### src/design/sha_pkg.sv
// ----------------------------------------------------------------------------
// sha_pkg
// Types, constants and tables shared by the SHA-256 stream hasher.
// ----------------------------------------------------------------------------
package sha_pkg;

  localparam int unsigned ByteW  = 8;
  localparam int unsigned WordW  = 32;
  localparam int unsigned CountW = 61;
  localparam int unsigned FillW  = 6;
  localparam int unsigned RoundW = 6;
  localparam int unsigned IdxW   = 3;
  localparam int unsigned BlockW = 512;

  localparam logic [ByteW-1:0]  PadByte   = 8'h80;
  localparam logic [FillW-1:0]  FillFull  = 6'd63;
  localparam logic [FillW-1:0]  FillPadEnd = 6'd55;
  localparam logic [RoundW-1:0] RoundLast = 6'd63;
  localparam logic [IdxW-1:0]   IdxLast   = 3'd7;

  typedef struct packed {
    logic [ByteW-1:0] data_byte;
    logic             byte_present;
    logic             last;
  } in_t;

  typedef struct packed {
    logic [WordW-1:0] digest_word;
    logic [IdxW-1:0]  word_index;
    logic             last_word;
    logic             length_overflow;
  } out_t;

  typedef enum logic [2:0] {
    ST_IDLE,
    ST_PAD80,
    ST_PADZ,
    ST_PADLEN,
    ST_ROUND,
    ST_ADD,
    ST_OUT
  } sha_state_e;

  typedef enum logic [1:0] {
    BSEL_DATA,
    BSEL_PAD,
    BSEL_ZERO,
    BSEL_LEN
  } byte_sel_e;

  typedef struct packed {
    logic      shift_en;
    byte_sel_e byte_sel;
    logic      count_en;
    logic      load_work;
    logic      round_en;
    logic      hash_add;
    logic      out_next;
    logic      clear;
  } dp_cmd_t;

  typedef struct packed {
    logic fill_last;
    logic pad_end;
    logic round_last;
    logic word_last;
  } dp_status_t;

  function automatic logic [WordW-1:0] sha_iv(input logic [IdxW-1:0] idx);
    logic [WordW-1:0] v;
    case (idx)
      3'd0:    v = 32'h6a09e667;
      3'd1:    v = 32'hbb67ae85;
      3'd2:    v = 32'h3c6ef372;
      3'd3:    v = 32'ha54ff53a;
      3'd4:    v = 32'h510e527f;
      3'd5:    v = 32'h9b05688c;
      3'd6:    v = 32'h1f83d9ab;
      default: v = 32'h5be0cd19;
    endcase
    return v;
  endfunction

  function automatic logic [WordW-1:0] sha_k(input logic [RoundW-1:0] r);
    logic [WordW-1:0] k;
    case (r)
      6'd0:  k = 32'h428a2f98;  6'd1:  k = 32'h71374491;
      6'd2:  k = 32'hb5c0fbcf;  6'd3:  k = 32'he9b5dba5;
      6'd4:  k = 32'h3956c25b;  6'd5:  k = 32'h59f111f1;
      6'd6:  k = 32'h923f82a4;  6'd7:  k = 32'hab1c5ed5;
      6'd8:  k = 32'hd807aa98;  6'd9:  k = 32'h12835b01;
      6'd10: k = 32'h243185be;  6'd11: k = 32'h550c7dc3;
      6'd12: k = 32'h72be5d74;  6'd13: k = 32'h80deb1fe;
      6'd14: k = 32'h9bdc06a7;  6'd15: k = 32'hc19bf174;
      6'd16: k = 32'he49b69c1;  6'd17: k = 32'hefbe4786;
      6'd18: k = 32'h0fc19dc6;  6'd19: k = 32'h240ca1cc;
      6'd20: k = 32'h2de92c6f;  6'd21: k = 32'h4a7484aa;
      6'd22: k = 32'h5cb0a9dc;  6'd23: k = 32'h76f988da;
      6'd24: k = 32'h983e5152;  6'd25: k = 32'ha831c66d;
      6'd26: k = 32'hb00327c8;  6'd27: k = 32'hbf597fc7;
      6'd28: k = 32'hc6e00bf3;  6'd29: k = 32'hd5a79147;
      6'd30: k = 32'h06ca6351;  6'd31: k = 32'h14292967;
      6'd32: k = 32'h27b70a85;  6'd33: k = 32'h2e1b2138;
      6'd34: k = 32'h4d2c6dfc;  6'd35: k = 32'h53380d13;
      6'd36: k = 32'h650a7354;  6'd37: k = 32'h766a0abb;
      6'd38: k = 32'h81c2c92e;  6'd39: k = 32'h92722c85;
      6'd40: k = 32'ha2bfe8a1;  6'd41: k = 32'ha81a664b;
      6'd42: k = 32'hc24b8b70;  6'd43: k = 32'hc76c51a3;
      6'd44: k = 32'hd192e819;  6'd45: k = 32'hd6990624;
      6'd46: k = 32'hf40e3585;  6'd47: k = 32'h106aa070;
      6'd48: k = 32'h19a4c116;  6'd49: k = 32'h1e376c08;
      6'd50: k = 32'h2748774c;  6'd51: k = 32'h34b0bcb5;
      6'd52: k = 32'h391c0cb3;  6'd53: k = 32'h4ed8aa4a;
      6'd54: k = 32'h5b9cca4f;  6'd55: k = 32'h682e6ff3;
      6'd56: k = 32'h748f82ee;  6'd57: k = 32'h78a5636f;
      6'd58: k = 32'h84c87814;  6'd59: k = 32'h8cc70208;
      6'd60: k = 32'h90befffa;  6'd61: k = 32'ha4506ceb;
      6'd62: k = 32'hbef9a3f7;  default: k = 32'hc67178f2;
    endcase
    return k;
  endfunction

endpackage

### src/design/sha256_stream_hasher_core.sv
// ----------------------------------------------------------------------------
// sha256_stream_hasher_core
// SHA-256 over a byte stream; digest leaves as eight 32-bit words.
// ----------------------------------------------------------------------------
// a byte word is taken only while the core is idle; the 64th byte of a block
// starts 64 rounds, then the hash update, set by the single shared round unit
// a last word adds the padding bytes and one or two compressions, then
// eight digest words at one per cycle while out_ready_i is high
// reset (async, active low) loads the initial hash and clears all counters
module sha256_stream_hasher_core
  import sha_pkg::*;
(
  input  logic clk_i,
  input  logic rst_ni,
  input  logic in_valid_i,
  output logic in_ready_o,
  input  in_t  in_data_i,
  output logic out_valid_o,
  input  logic out_ready_i,
  output out_t out_data_o
);

  dp_cmd_t    cmd;
  dp_status_t status;

  sha_ctrl u_ctrl (
    .clk_i       (clk_i),
    .rst_ni      (rst_ni),
    .in_valid_i  (in_valid_i),
    .in_data_i   (in_data_i),
    .in_ready_o  (in_ready_o),
    .out_valid_o (out_valid_o),
    .out_ready_i (out_ready_i),
    .status_i    (status),
    .cmd_o       (cmd)
  );

  sha_dp u_dp (
    .clk_i       (clk_i),
    .rst_ni      (rst_ni),
    .data_byte_i (in_data_i.data_byte),
    .cmd_i       (cmd),
    .status_o    (status),
    .out_data_o  (out_data_o)
  );

endmodule

### src/design/sha_dp.sv
// ----------------------------------------------------------------------------
// sha_dp
// Datapath: byte shift buffer doubling as message schedule window, round
// logic, hash state, byte counter and digest word selection.
// ----------------------------------------------------------------------------
module sha_dp
  import sha_pkg::*;
(
  input  logic             clk_i,
  input  logic             rst_ni,
  input  logic [ByteW-1:0] data_byte_i,
  input  dp_cmd_t          cmd_i,
  output dp_status_t       status_o,
  output out_t             out_data_o
);

  logic [BlockW-1:0] buf_q, buf_d;
  logic [WordW-1:0]  work_q [8];
  logic [WordW-1:0]  work_d [8];
  logic [WordW-1:0]  hash_q [8];
  logic [FillW-1:0]  fill_q;
  logic [CountW-1:0] total_q;
  logic              ovf_q;
  logic [RoundW-1:0] round_q;
  logic [IdxW-1:0]   idx_q;

  logic [63:0]      len_bits;
  logic [IdxW-1:0]  len_sel;
  logic [ByteW-1:0] len_byte;
  logic [ByteW-1:0] shift_byte;

  logic [WordW-1:0] w0, w1, w9, w14, s0, s1, w_new;
  logic [WordW-1:0] a, e, big_s0, big_s1, ch, maj, t1, t2;

  function automatic logic [WordW-1:0] ror(input logic [WordW-1:0] v, input int unsigned n);
    return (v >> n) | (v << (WordW - n));
  endfunction

  // length bytes leave most significant first while fill runs 56..63
  assign len_bits = {total_q, 3'b000};
  assign len_sel  = IdxLast - fill_q[IdxW-1:0];
  assign len_byte = len_bits[{len_sel, 3'b000} +: 8];

  always_comb begin
    case (cmd_i.byte_sel)
      BSEL_DATA: shift_byte = data_byte_i;
      BSEL_PAD:  shift_byte = PadByte;
      BSEL_ZERO: shift_byte = '0;
      BSEL_LEN:  shift_byte = len_byte;
      default:   shift_byte = '0;
    endcase
  end

  // schedule window taps: w0 is the word used in this round
  assign w0  = buf_q[511:480];
  assign w1  = buf_q[479:448];
  assign w9  = buf_q[223:192];
  assign w14 = buf_q[63:32];
  assign s0  = ror(w1, 7) ^ ror(w1, 18) ^ (w1 >> 3);
  assign s1  = ror(w14, 17) ^ ror(w14, 19) ^ (w14 >> 10);
  assign w_new = s1 + w9 + s0 + w0;

  assign a      = work_q[0];
  assign e      = work_q[4];
  assign big_s0 = ror(a, 2) ^ ror(a, 13) ^ ror(a, 22);
  assign big_s1 = ror(e, 6) ^ ror(e, 11) ^ ror(e, 25);
  assign ch     = (e & work_q[5]) ^ (~e & work_q[6]);
  assign maj    = (a & work_q[1]) ^ (a & work_q[2]) ^ (work_q[1] & work_q[2]);
  assign t1     = work_q[7] + big_s1 + ch + sha_k(round_q) + w0;
  assign t2     = big_s0 + maj;

  always_comb begin
    buf_d = buf_q;
    if (cmd_i.shift_en) begin
      buf_d = {buf_q[BlockW-ByteW-1:0], shift_byte};
    end else if (cmd_i.round_en) begin
      buf_d = {buf_q[BlockW-WordW-1:0], w_new};
    end
  end

  always_comb begin
    for (int i = 0; i < 8; i++) begin
      work_d[i] = work_q[i];
    end
    if (cmd_i.load_work) begin
      for (int i = 0; i < 8; i++) begin
        work_d[i] = hash_q[i];
      end
    end else if (cmd_i.round_en) begin
      work_d[7] = work_q[6];
      work_d[6] = work_q[5];
      work_d[5] = work_q[4];
      work_d[4] = work_q[3] + t1;
      work_d[3] = work_q[2];
      work_d[2] = work_q[1];
      work_d[1] = work_q[0];
      work_d[0] = t1 + t2;
    end
  end

  always_ff @(posedge clk_i) begin
    buf_q <= buf_d;
    for (int i = 0; i < 8; i++) begin
      work_q[i] <= work_d[i];
    end
  end

  always_ff @(posedge clk_i or negedge rst_ni) begin
    if (!rst_ni) begin
      fill_q  <= '0;
      total_q <= '0;
      ovf_q   <= 1'b0;
      round_q <= '0;
      idx_q   <= '0;
      for (int i = 0; i < 8; i++) begin
        hash_q[i] <= sha_iv(IdxW'(i));
      end
    end else begin
      if (cmd_i.shift_en) begin
        fill_q <= fill_q + 1'b1;
      end
      if (cmd_i.count_en) begin
        // saturate at 2^61-1 and flag it
        if (&total_q) begin
          ovf_q <= 1'b1;
        end else begin
          total_q <= total_q + 1'b1;
        end
      end
      if (cmd_i.load_work) begin
        round_q <= '0;
      end else if (cmd_i.round_en) begin
        round_q <= round_q + 1'b1;
      end
      if (cmd_i.hash_add) begin
        for (int i = 0; i < 8; i++) begin
          hash_q[i] <= hash_q[i] + work_q[i];
        end
      end
      if (cmd_i.out_next) begin
        idx_q <= idx_q + 1'b1;
      end
      if (cmd_i.clear) begin
        fill_q  <= '0;
        total_q <= '0;
        ovf_q   <= 1'b0;
        idx_q   <= '0;
        for (int i = 0; i < 8; i++) begin
          hash_q[i] <= sha_iv(IdxW'(i));
        end
      end
    end
  end

  assign status_o.fill_last  = (fill_q == FillFull);
  assign status_o.pad_end    = (fill_q == FillPadEnd);
  assign status_o.round_last = (round_q == RoundLast);
  assign status_o.word_last  = (idx_q == IdxLast);

  assign out_data_o.digest_word     = hash_q[idx_q];
  assign out_data_o.word_index      = idx_q;
  assign out_data_o.last_word       = (idx_q == IdxLast);
  assign out_data_o.length_overflow = ovf_q;

endmodule

### src/design/sha_ctrl.sv
// ----------------------------------------------------------------------------
// sha_ctrl
// Controller: byte intake, padding sequence, round loop and digest readout.
// ----------------------------------------------------------------------------
module sha_ctrl
  import sha_pkg::*;
(
  input  logic       clk_i,
  input  logic       rst_ni,
  input  logic       in_valid_i,
  input  in_t        in_data_i,
  output logic       in_ready_o,
  output logic       out_valid_o,
  input  logic       out_ready_i,
  input  dp_status_t status_i,
  output dp_cmd_t    cmd_o
);

  sha_state_e state_q, state_d;
  sha_state_e ret_q, ret_d;

  always_ff @(posedge clk_i or negedge rst_ni) begin
    if (!rst_ni) begin
      state_q <= ST_IDLE;
      ret_q   <= ST_IDLE;
    end else begin
      state_q <= state_d;
      ret_q   <= ret_d;
    end
  end

  always_comb begin
    state_d     = state_q;
    ret_d       = ret_q;
    cmd_o       = '0;
    cmd_o.byte_sel = BSEL_DATA;
    in_ready_o  = 1'b0;
    out_valid_o = 1'b0;

    case (state_q)
      ST_IDLE: begin
        in_ready_o = 1'b1;
        if (in_valid_i) begin
          if (in_data_i.byte_present) begin
            cmd_o.shift_en = 1'b1;
            cmd_o.count_en = 1'b1;
            if (status_i.fill_last) begin
              // block complete: compress, then pad if the word also ends the message
              cmd_o.load_work = 1'b1;
              state_d = ST_ROUND;
              ret_d   = in_data_i.last ? ST_PAD80 : ST_IDLE;
            end else if (in_data_i.last) begin
              state_d = ST_PAD80;
            end
          end else if (in_data_i.last) begin
            state_d = ST_PAD80;
          end
        end
      end

      ST_PAD80: begin
        cmd_o.shift_en = 1'b1;
        cmd_o.byte_sel = BSEL_PAD;
        if (status_i.fill_last) begin
          cmd_o.load_work = 1'b1;
          state_d = ST_ROUND;
          ret_d   = ST_PADZ;
        end else if (status_i.pad_end) begin
          state_d = ST_PADLEN;
        end else begin
          state_d = ST_PADZ;
        end
      end

      ST_PADZ: begin
        // an empty block after a compression goes straight to zero fill too
        cmd_o.shift_en = 1'b1;
        cmd_o.byte_sel = BSEL_ZERO;
        if (status_i.fill_last) begin
          cmd_o.load_work = 1'b1;
          state_d = ST_ROUND;
          ret_d   = ST_PADZ;
        end else if (status_i.pad_end) begin
          state_d = ST_PADLEN;
        end
      end

      ST_PADLEN: begin
        cmd_o.shift_en = 1'b1;
        cmd_o.byte_sel = BSEL_LEN;
        if (status_i.fill_last) begin
          cmd_o.load_work = 1'b1;
          state_d = ST_ROUND;
          ret_d   = ST_OUT;
        end
      end

      ST_ROUND: begin
        cmd_o.round_en = 1'b1;
        if (status_i.round_last) begin
          state_d = ST_ADD;
        end
      end

      ST_ADD: begin
        cmd_o.hash_add = 1'b1;
        state_d = ret_q;
      end

      ST_OUT: begin
        out_valid_o = 1'b1;
        if (out_ready_i) begin
          cmd_o.out_next = 1'b1;
          if (status_i.word_last) begin
            cmd_o.clear = 1'b1;
            state_d = ST_IDLE;
          end
        end
      end

      default: begin
        state_d = ST_IDLE;
      end
    endcase
  end

endmodule

### config.mk
export PLATFORM = sky130hd
export DESIGN_NAME = sha256_stream_hasher_core
export DESIGN_NICKNAME = d
export VERILOG_FILES = /design/src/design/sha_pkg.sv /design/src/design/sha256_stream_hasher_core.sv /design/src/design/sha_dp.sv /design/src/design/sha_ctrl.sv
export SDC_FILE = /design/constraint.sdc
export NUM_CORES = 2
export LEC_CHECK = 0
export BUFFER_PORTS_ARGS = -buffer_cell sky130_fd_sc_hd__buf_2
export CAP_MARGIN = 10
export CORE_ASPECT_RATIO = 0.8
export CORE_UTILIZATION = 55
export DETAILED_ROUTE_END_ITERATION = 12
export PLACE_DENSITY = 0.82
export SYNTH_ARGS = -nofsm -noshare
export SYNTH_HDL_FRONTEND = slang
export SYNTH_SLANG_ARGS = --single-unit
export TNS_END_PERCENT = 5
### constraint.sdc
create_clock -name clk_i -period 27.8 [get_ports clk_i]
set_clock_uncertainty 0.05 [all_clocks]
set_input_delay 5.56 -clock clk_i [delete_from_list [all_inputs] [get_ports clk_i]]
set_output_delay 5.56 -clock clk_i [all_outputs]
set_load 0.02 [all_outputs]
After elaboration in Yosys (flattened, before gate mapping)

Memories as Yosys holds them, arrays and structs flattened.
Index checks and enable logic that the tools add are counted.

Add/sub/neg operators: 23
Order comparisons: 1
Equality and inequality tests: 23
Shift operators: 1
Mux-type cells: 58
Bitwise operators: 28
Reductions and logical operators: 17

Operator list:

| kind                    | count |
|---|---|
| $mux W256               | 4 |
| $mux W512               | 2 |
| $add A32 B32 Y32        | 18 |
| $xor A32 B32 Y32        | 9 |
| $mux W61                | 3 |
| $and A32 B32 Y32        | 5 |
| $bmux W32 S3            | 1 |
| $mux W32                | 2 |
| $shiftx A64 B7 Y8       | 1 |
| $add A61 B1 Y61 const B | 1 |
| $reduce_and A61 Y1      | 1 |
| $mux W3                 | 18 |
| $not A32 Y32            | 1 |
| $or A10 B32 Y32         | 1 |
| $or A13 B32 Y32         | 1 |
| $or A14 B32 Y32         | 1 |
| $or A15 B32 Y32         | 1 |
| $or A19 B32 Y32         | 1 |
| $or A21 B32 Y32         | 1 |
| $or A25 B32 Y32         | 1 |
| $or A26 B32 Y32         | 1 |
| $or A30 B32 Y32         | 1 |
| $or A7 B32 Y32          | 1 |
| $pmux W8 S4             | 1 |
| other kinds (31)        | 74 |

Flip-flop bits (word level): 851
RAM bits: 256
ROM bits: 2048
Input port bits: 14
Output and inout bits: 39
Word-level logic and storage cells: 169
Memories: 2

Memory list:

| memory           | words | bits a word | read ports | clocked after memory_dff | write ports | RTL line      | source |
|---|---|---|---|---|---|---|---|
| (name not given) | 64    | 32          | 1          | 0                        | 0           | sha_pkg.sv:86 | `case (r)` |
| u_dp.work_q      | 8     | 32          | 8          | 0                        | 8           | sha_dp.sv:18  | `logic [WordW-1:0] work_q [8];` |

Longest topological paths before layout

An unclocked memory read counts as a cell.

Depth after elaboration: 11
Gate-level depth with buffers: 42

By module

From an unflattened synthesis, not the netlist that was laid out.

Cell total of the unflattened synthesis: 7076
Area, all modules: 76896.2 µm²

Modules (own cells, without submodules):

| module   | instances | cells each | area each (µm²) |
|---|---|---|---|
| sha_dp   | 1         | 7013       | 76415.8 |
| sha_ctrl | 1         | 63         | 480.5 |

Worst setup path before layout

Ideal clock, no wire load.

Kind: input to register
Start: input port in_data_i[1] in the netlist's numbering
End: register u_dp.buf_q[0], enable pin
Setup time: 3.682 ns
Arrival: 14.935 ns
Data required time: 24.068 ns
Slack: 9.133 ns
Stages on the path: 6
Path through: nand2_1 -> a21o_1 -> clkbuf_1 -> clkbuf_1 -> buf_1 -> nand2_1

Word-level cells in the longest chain between the ends: 4

Ends and longest elaborated chain:

| what                                | RTL line                        | source |
|---|---|---|
| start: declaration                  | sha256_stream_hasher_core.sv:17 | `input in_t in_data_i,` |
| $mux W1                             | sha_ctrl.sv:44                  | `if (in_data_i.byte_present) begin` |
| $mux W1                             | sha_ctrl.sv:43                  | `if (in_valid_i) begin` |
| $pmux W1 S2                         | sha_ctrl.sv:40                  | `case (state_q)` |
| $reduce_bool A2 Y1 (no source line) | n/a                             |  |
| end signal: assignment              | sha_dp.sv:102                   | `buf_q <= buf_d;` |
| end: declaration                    | sha_dp.sv:17                    | `logic [BlockW-1:0] buf_q, buf_d;` |

No other way between the ends.
A chain may end at the register's enable or synchronous reset.

==> impl_metrics.json <==
{
  "maxCapViolCount": 0,
  "slowest_stage": "dfrtp_1",
  "post-cts-setup-buffers": 0,
  "slew_headroom": 0.129,
  "worstSetupStartpointType": "register",
  "drv_slew": 0,
  "synth_edf_count": 768,
  "use_met1": 0.471,
  "place_hpwl_um": 172000,
  "antenna_left": 0,
  "antenna_found_initial": 5,
  "ios": 53,
  "synth.area.top_cells": "edfxtp_1, nand2_1, dfrtp_1",
  "clockBufferDepth": 3,
  "drc_errors": 0,
  "yosys.cell_types.count": 96,
  "use_met2": 0.496,
  "drive_above_1_share": 0.0755,
  "status": "completed",
  "die_w_um": 418,
  "final_hold_viol_count": 0,
  "required_ps": 28220,
  "synth_cells": 8365,
  "setup_tns_ps": 0,
  "clock_latency_ps": 800,
  "crit-reg2reg-launch": "u_dp.round_q[0]$_DFFE_PN0P_",
  "drt_iter0_markers": 7650,
  "min_period_over_period": 0.388,
  "synth.cell_area_mm2": 0.0763,
  "worst-setup-path-type": "reg2reg",
  "grt_max_degree": 263,
  "row_count": 121,
  "syn_nets": 8971,
  "cpPeakStageDelay_ps": 910,
  "cts_tree": "done",
  "holdBufCountCts": 0,
  "synth_most_common_cell": "nand2_1",
  "start_util": 0.558,
  "avgSynthCellArea_um2": 9.12,
  "h-tree-depth": 3,
  "rr_endpoint": "u_dp.work_q[0][29]$_DFFE_PP_",
  "grt_pass1_vias": 59763,
  "tightest_slew_ps": 1310,
  "setup_violations": 0,
  "hold_start": "u_ctrl.ret_q[0]$_DFFE_PN0P_",
  "first_pass_iters": 8,
  "worstHoldEndpoint": "u_ctrl.ret_q[0]$_DFFE_PN0P_",
  "overflow": 0,
  "busiest_layer": "met2",
  "hold_class": "reg2reg",
  "ys_seq_area_frac": 0.416,
  "ff2ff_path_depth": 34,
  "ys_ff_latch": 1107,
  "synth.top_cells.by_count": "nand2_1, edfxtp_1, a21oi_1",
  "post_cts_resized": 0,
  "path_buf_inv": 5,
  "synth_top_area_share": 0.302,
  "cp-end-kind": "register",
  "synthFlopType": "edfxtp_1",
  "critPathMaxFanout": 19,
  "die_area_mm2": 0.140,
  "viasPerCell": 6.25,
  "cts_inserted_buffers": 109,
  "rsz0062_at_grt": "no",
  "cts_sinks": 1107,
  "nets": 8718,
  "yosys_warnings": 0,
  "grt_pass1_wl_um": 362000,
  "root_buffer": "clkbuf_16",
  "io_buffer_count": 52,
  "met3_usage": 0.0829,
  "via_count": 62850,
  "core_mm2": 0.137,
  "wl_per_cell_um": 23.8,
  "yosysTopAreaCell": "edfxtp_1",
  "grtUsageTotal": 0.338,
  "die_h_um": 335,
  "arrival_ps": 11190,
  "clk_pin_slew_ps": 70,
  "gp_congestion": 1.04,
  "synthToLayoutAreaGrowth_pct": 6.71,
  "clock.fmax_ghz": 0.0928,
  "reg2reg_slack_ps": 17030,
  "synthArstFlopShare": 0.306,
  "timing.final.crit_period_ps": 10770,
  "finalWirelength_um": 239000,
  "crit_family": "compound AO/OA/AOI/OAI gates",
  "whs_path_depth": 2
}
## how the worst max path moves through the flow
stage                                startpoint                      endpoint  slack (ps)  depth (start not counted)
finish              u_dp.round_q[0]$_DFFE_PN0P_  u_dp.work_q[0][29]$_DFFE_PP_       17030                         34
global route        u_dp.round_q[0]$_DFFE_PN0P_  u_dp.work_q[0][29]$_DFFE_PP_       16430                         34
CTS                 u_dp.round_q[0]$_DFFE_PN0P_  u_dp.work_q[0][29]$_DFFE_PP_       17390                         34
detailed placement                 in_data_i[1]     u_dp.buf_q[376]$_DFFE_PP_       16920                         10
global placement                   in_data_i[1]     u_dp.buf_q[265]$_DFFE_PP_       16990                         10
floorplan                          in_data_i[1]       u_dp.buf_q[0]$_DFFE_PP_        9130                          6
## cells by family (layout without fill, tap and decap cells)
kind of cell             count (synthesis)  in the layout  share of synthesized area
flip-flops                            1107           1107                      0.416
AO/OA/AOI/OAI                         1655           1655                      0.135
XOR/XNOR                               616            616                     0.0707
adder cells (fa/ha/maj)                595            595                      0.117
buffers and inverters                  844            687                     0.0417
multiplexers                           172            172                     0.0370
AND/OR/NAND/NOR                       3376           3376                      0.183
other                                    0              1                          0
## per-stage QoR
| step | cells | cell area [µm²] | utilization | hold slack (ps) | setup WS [ps] |
|---|---|---|---|---|---|
| detailed placement | 9846 | 77700 | 0.568 | 410 | 16920 |
| global route | 10053 | 81400 | 0.595 | 478 | 16430 |
| CTS | 10053 | 81400 | 0.595 | 426 | 17390 |
| global placement | 9846 | 77700 | 0.568 | 402 | 16990 |
| finish | 10054 | 81400 | 0.595 | 426 | 17030 |
| floorplan | 8365 | 76300 | - | 383 | 9130 |
## state kept, by name (all words and copies together), names as in the netlist
register / flops
u_dp.idx_q: 3
u_ctrl.ret_q: 3
u_dp.hash_q: 256
u_ctrl.state_q: 3
u_dp.ovf_q: 1
u_dp.total_q: 61
u_dp.fill_q: 6
u_dp.buf_q: 512
u_dp.round_q: 6
u_dp.work_q: 256
## placed cells by master (no fill, tap or decap), drive strengths merged, types with 195 or more instances in the layout
master	netlist	final
a21oi	489	489
dfrtp	203	203
edfxtp	768	768
fa	195	195
ha	397	397
inv	369	371
nand2	2375	2375
nor2	376	376
o21ai	460	460
xnor2	367	367
xor2	249	249
## worst reg2reg max path: cells and delay by family, from the launching register on
kind                       cells  cell delay [ps]
buffers and inverters          5              650
adders and majority gates      7             3540
xor gates and xnor gates       2              440
DFF                            1              910
AOI/OAI and AO/OA             14             3610
and+or+nand+nor                6             1210
## area by class of cell
cell class              count  area [µm²]
well taps                1845        2310
clock inverters            56         672
multi-input cells        6414       41500
clock buffers             151        3040
inverters                 370        1390
fillers                 11499       55400
diodes                      1        2.50
repair buffers            110         793
flip-flops and latches   1107       31700
## routing by layer
layer	part of all wire	vias up
met5	0.00012	-
met4	0.052	4
met3	0.11	583
met2	0.43	3390
met1	0.41	30575
li1	-	28298
Power is not shown: default switching activity piles up to over one toggle a cycle in this logic, so the estimate is an artifact.
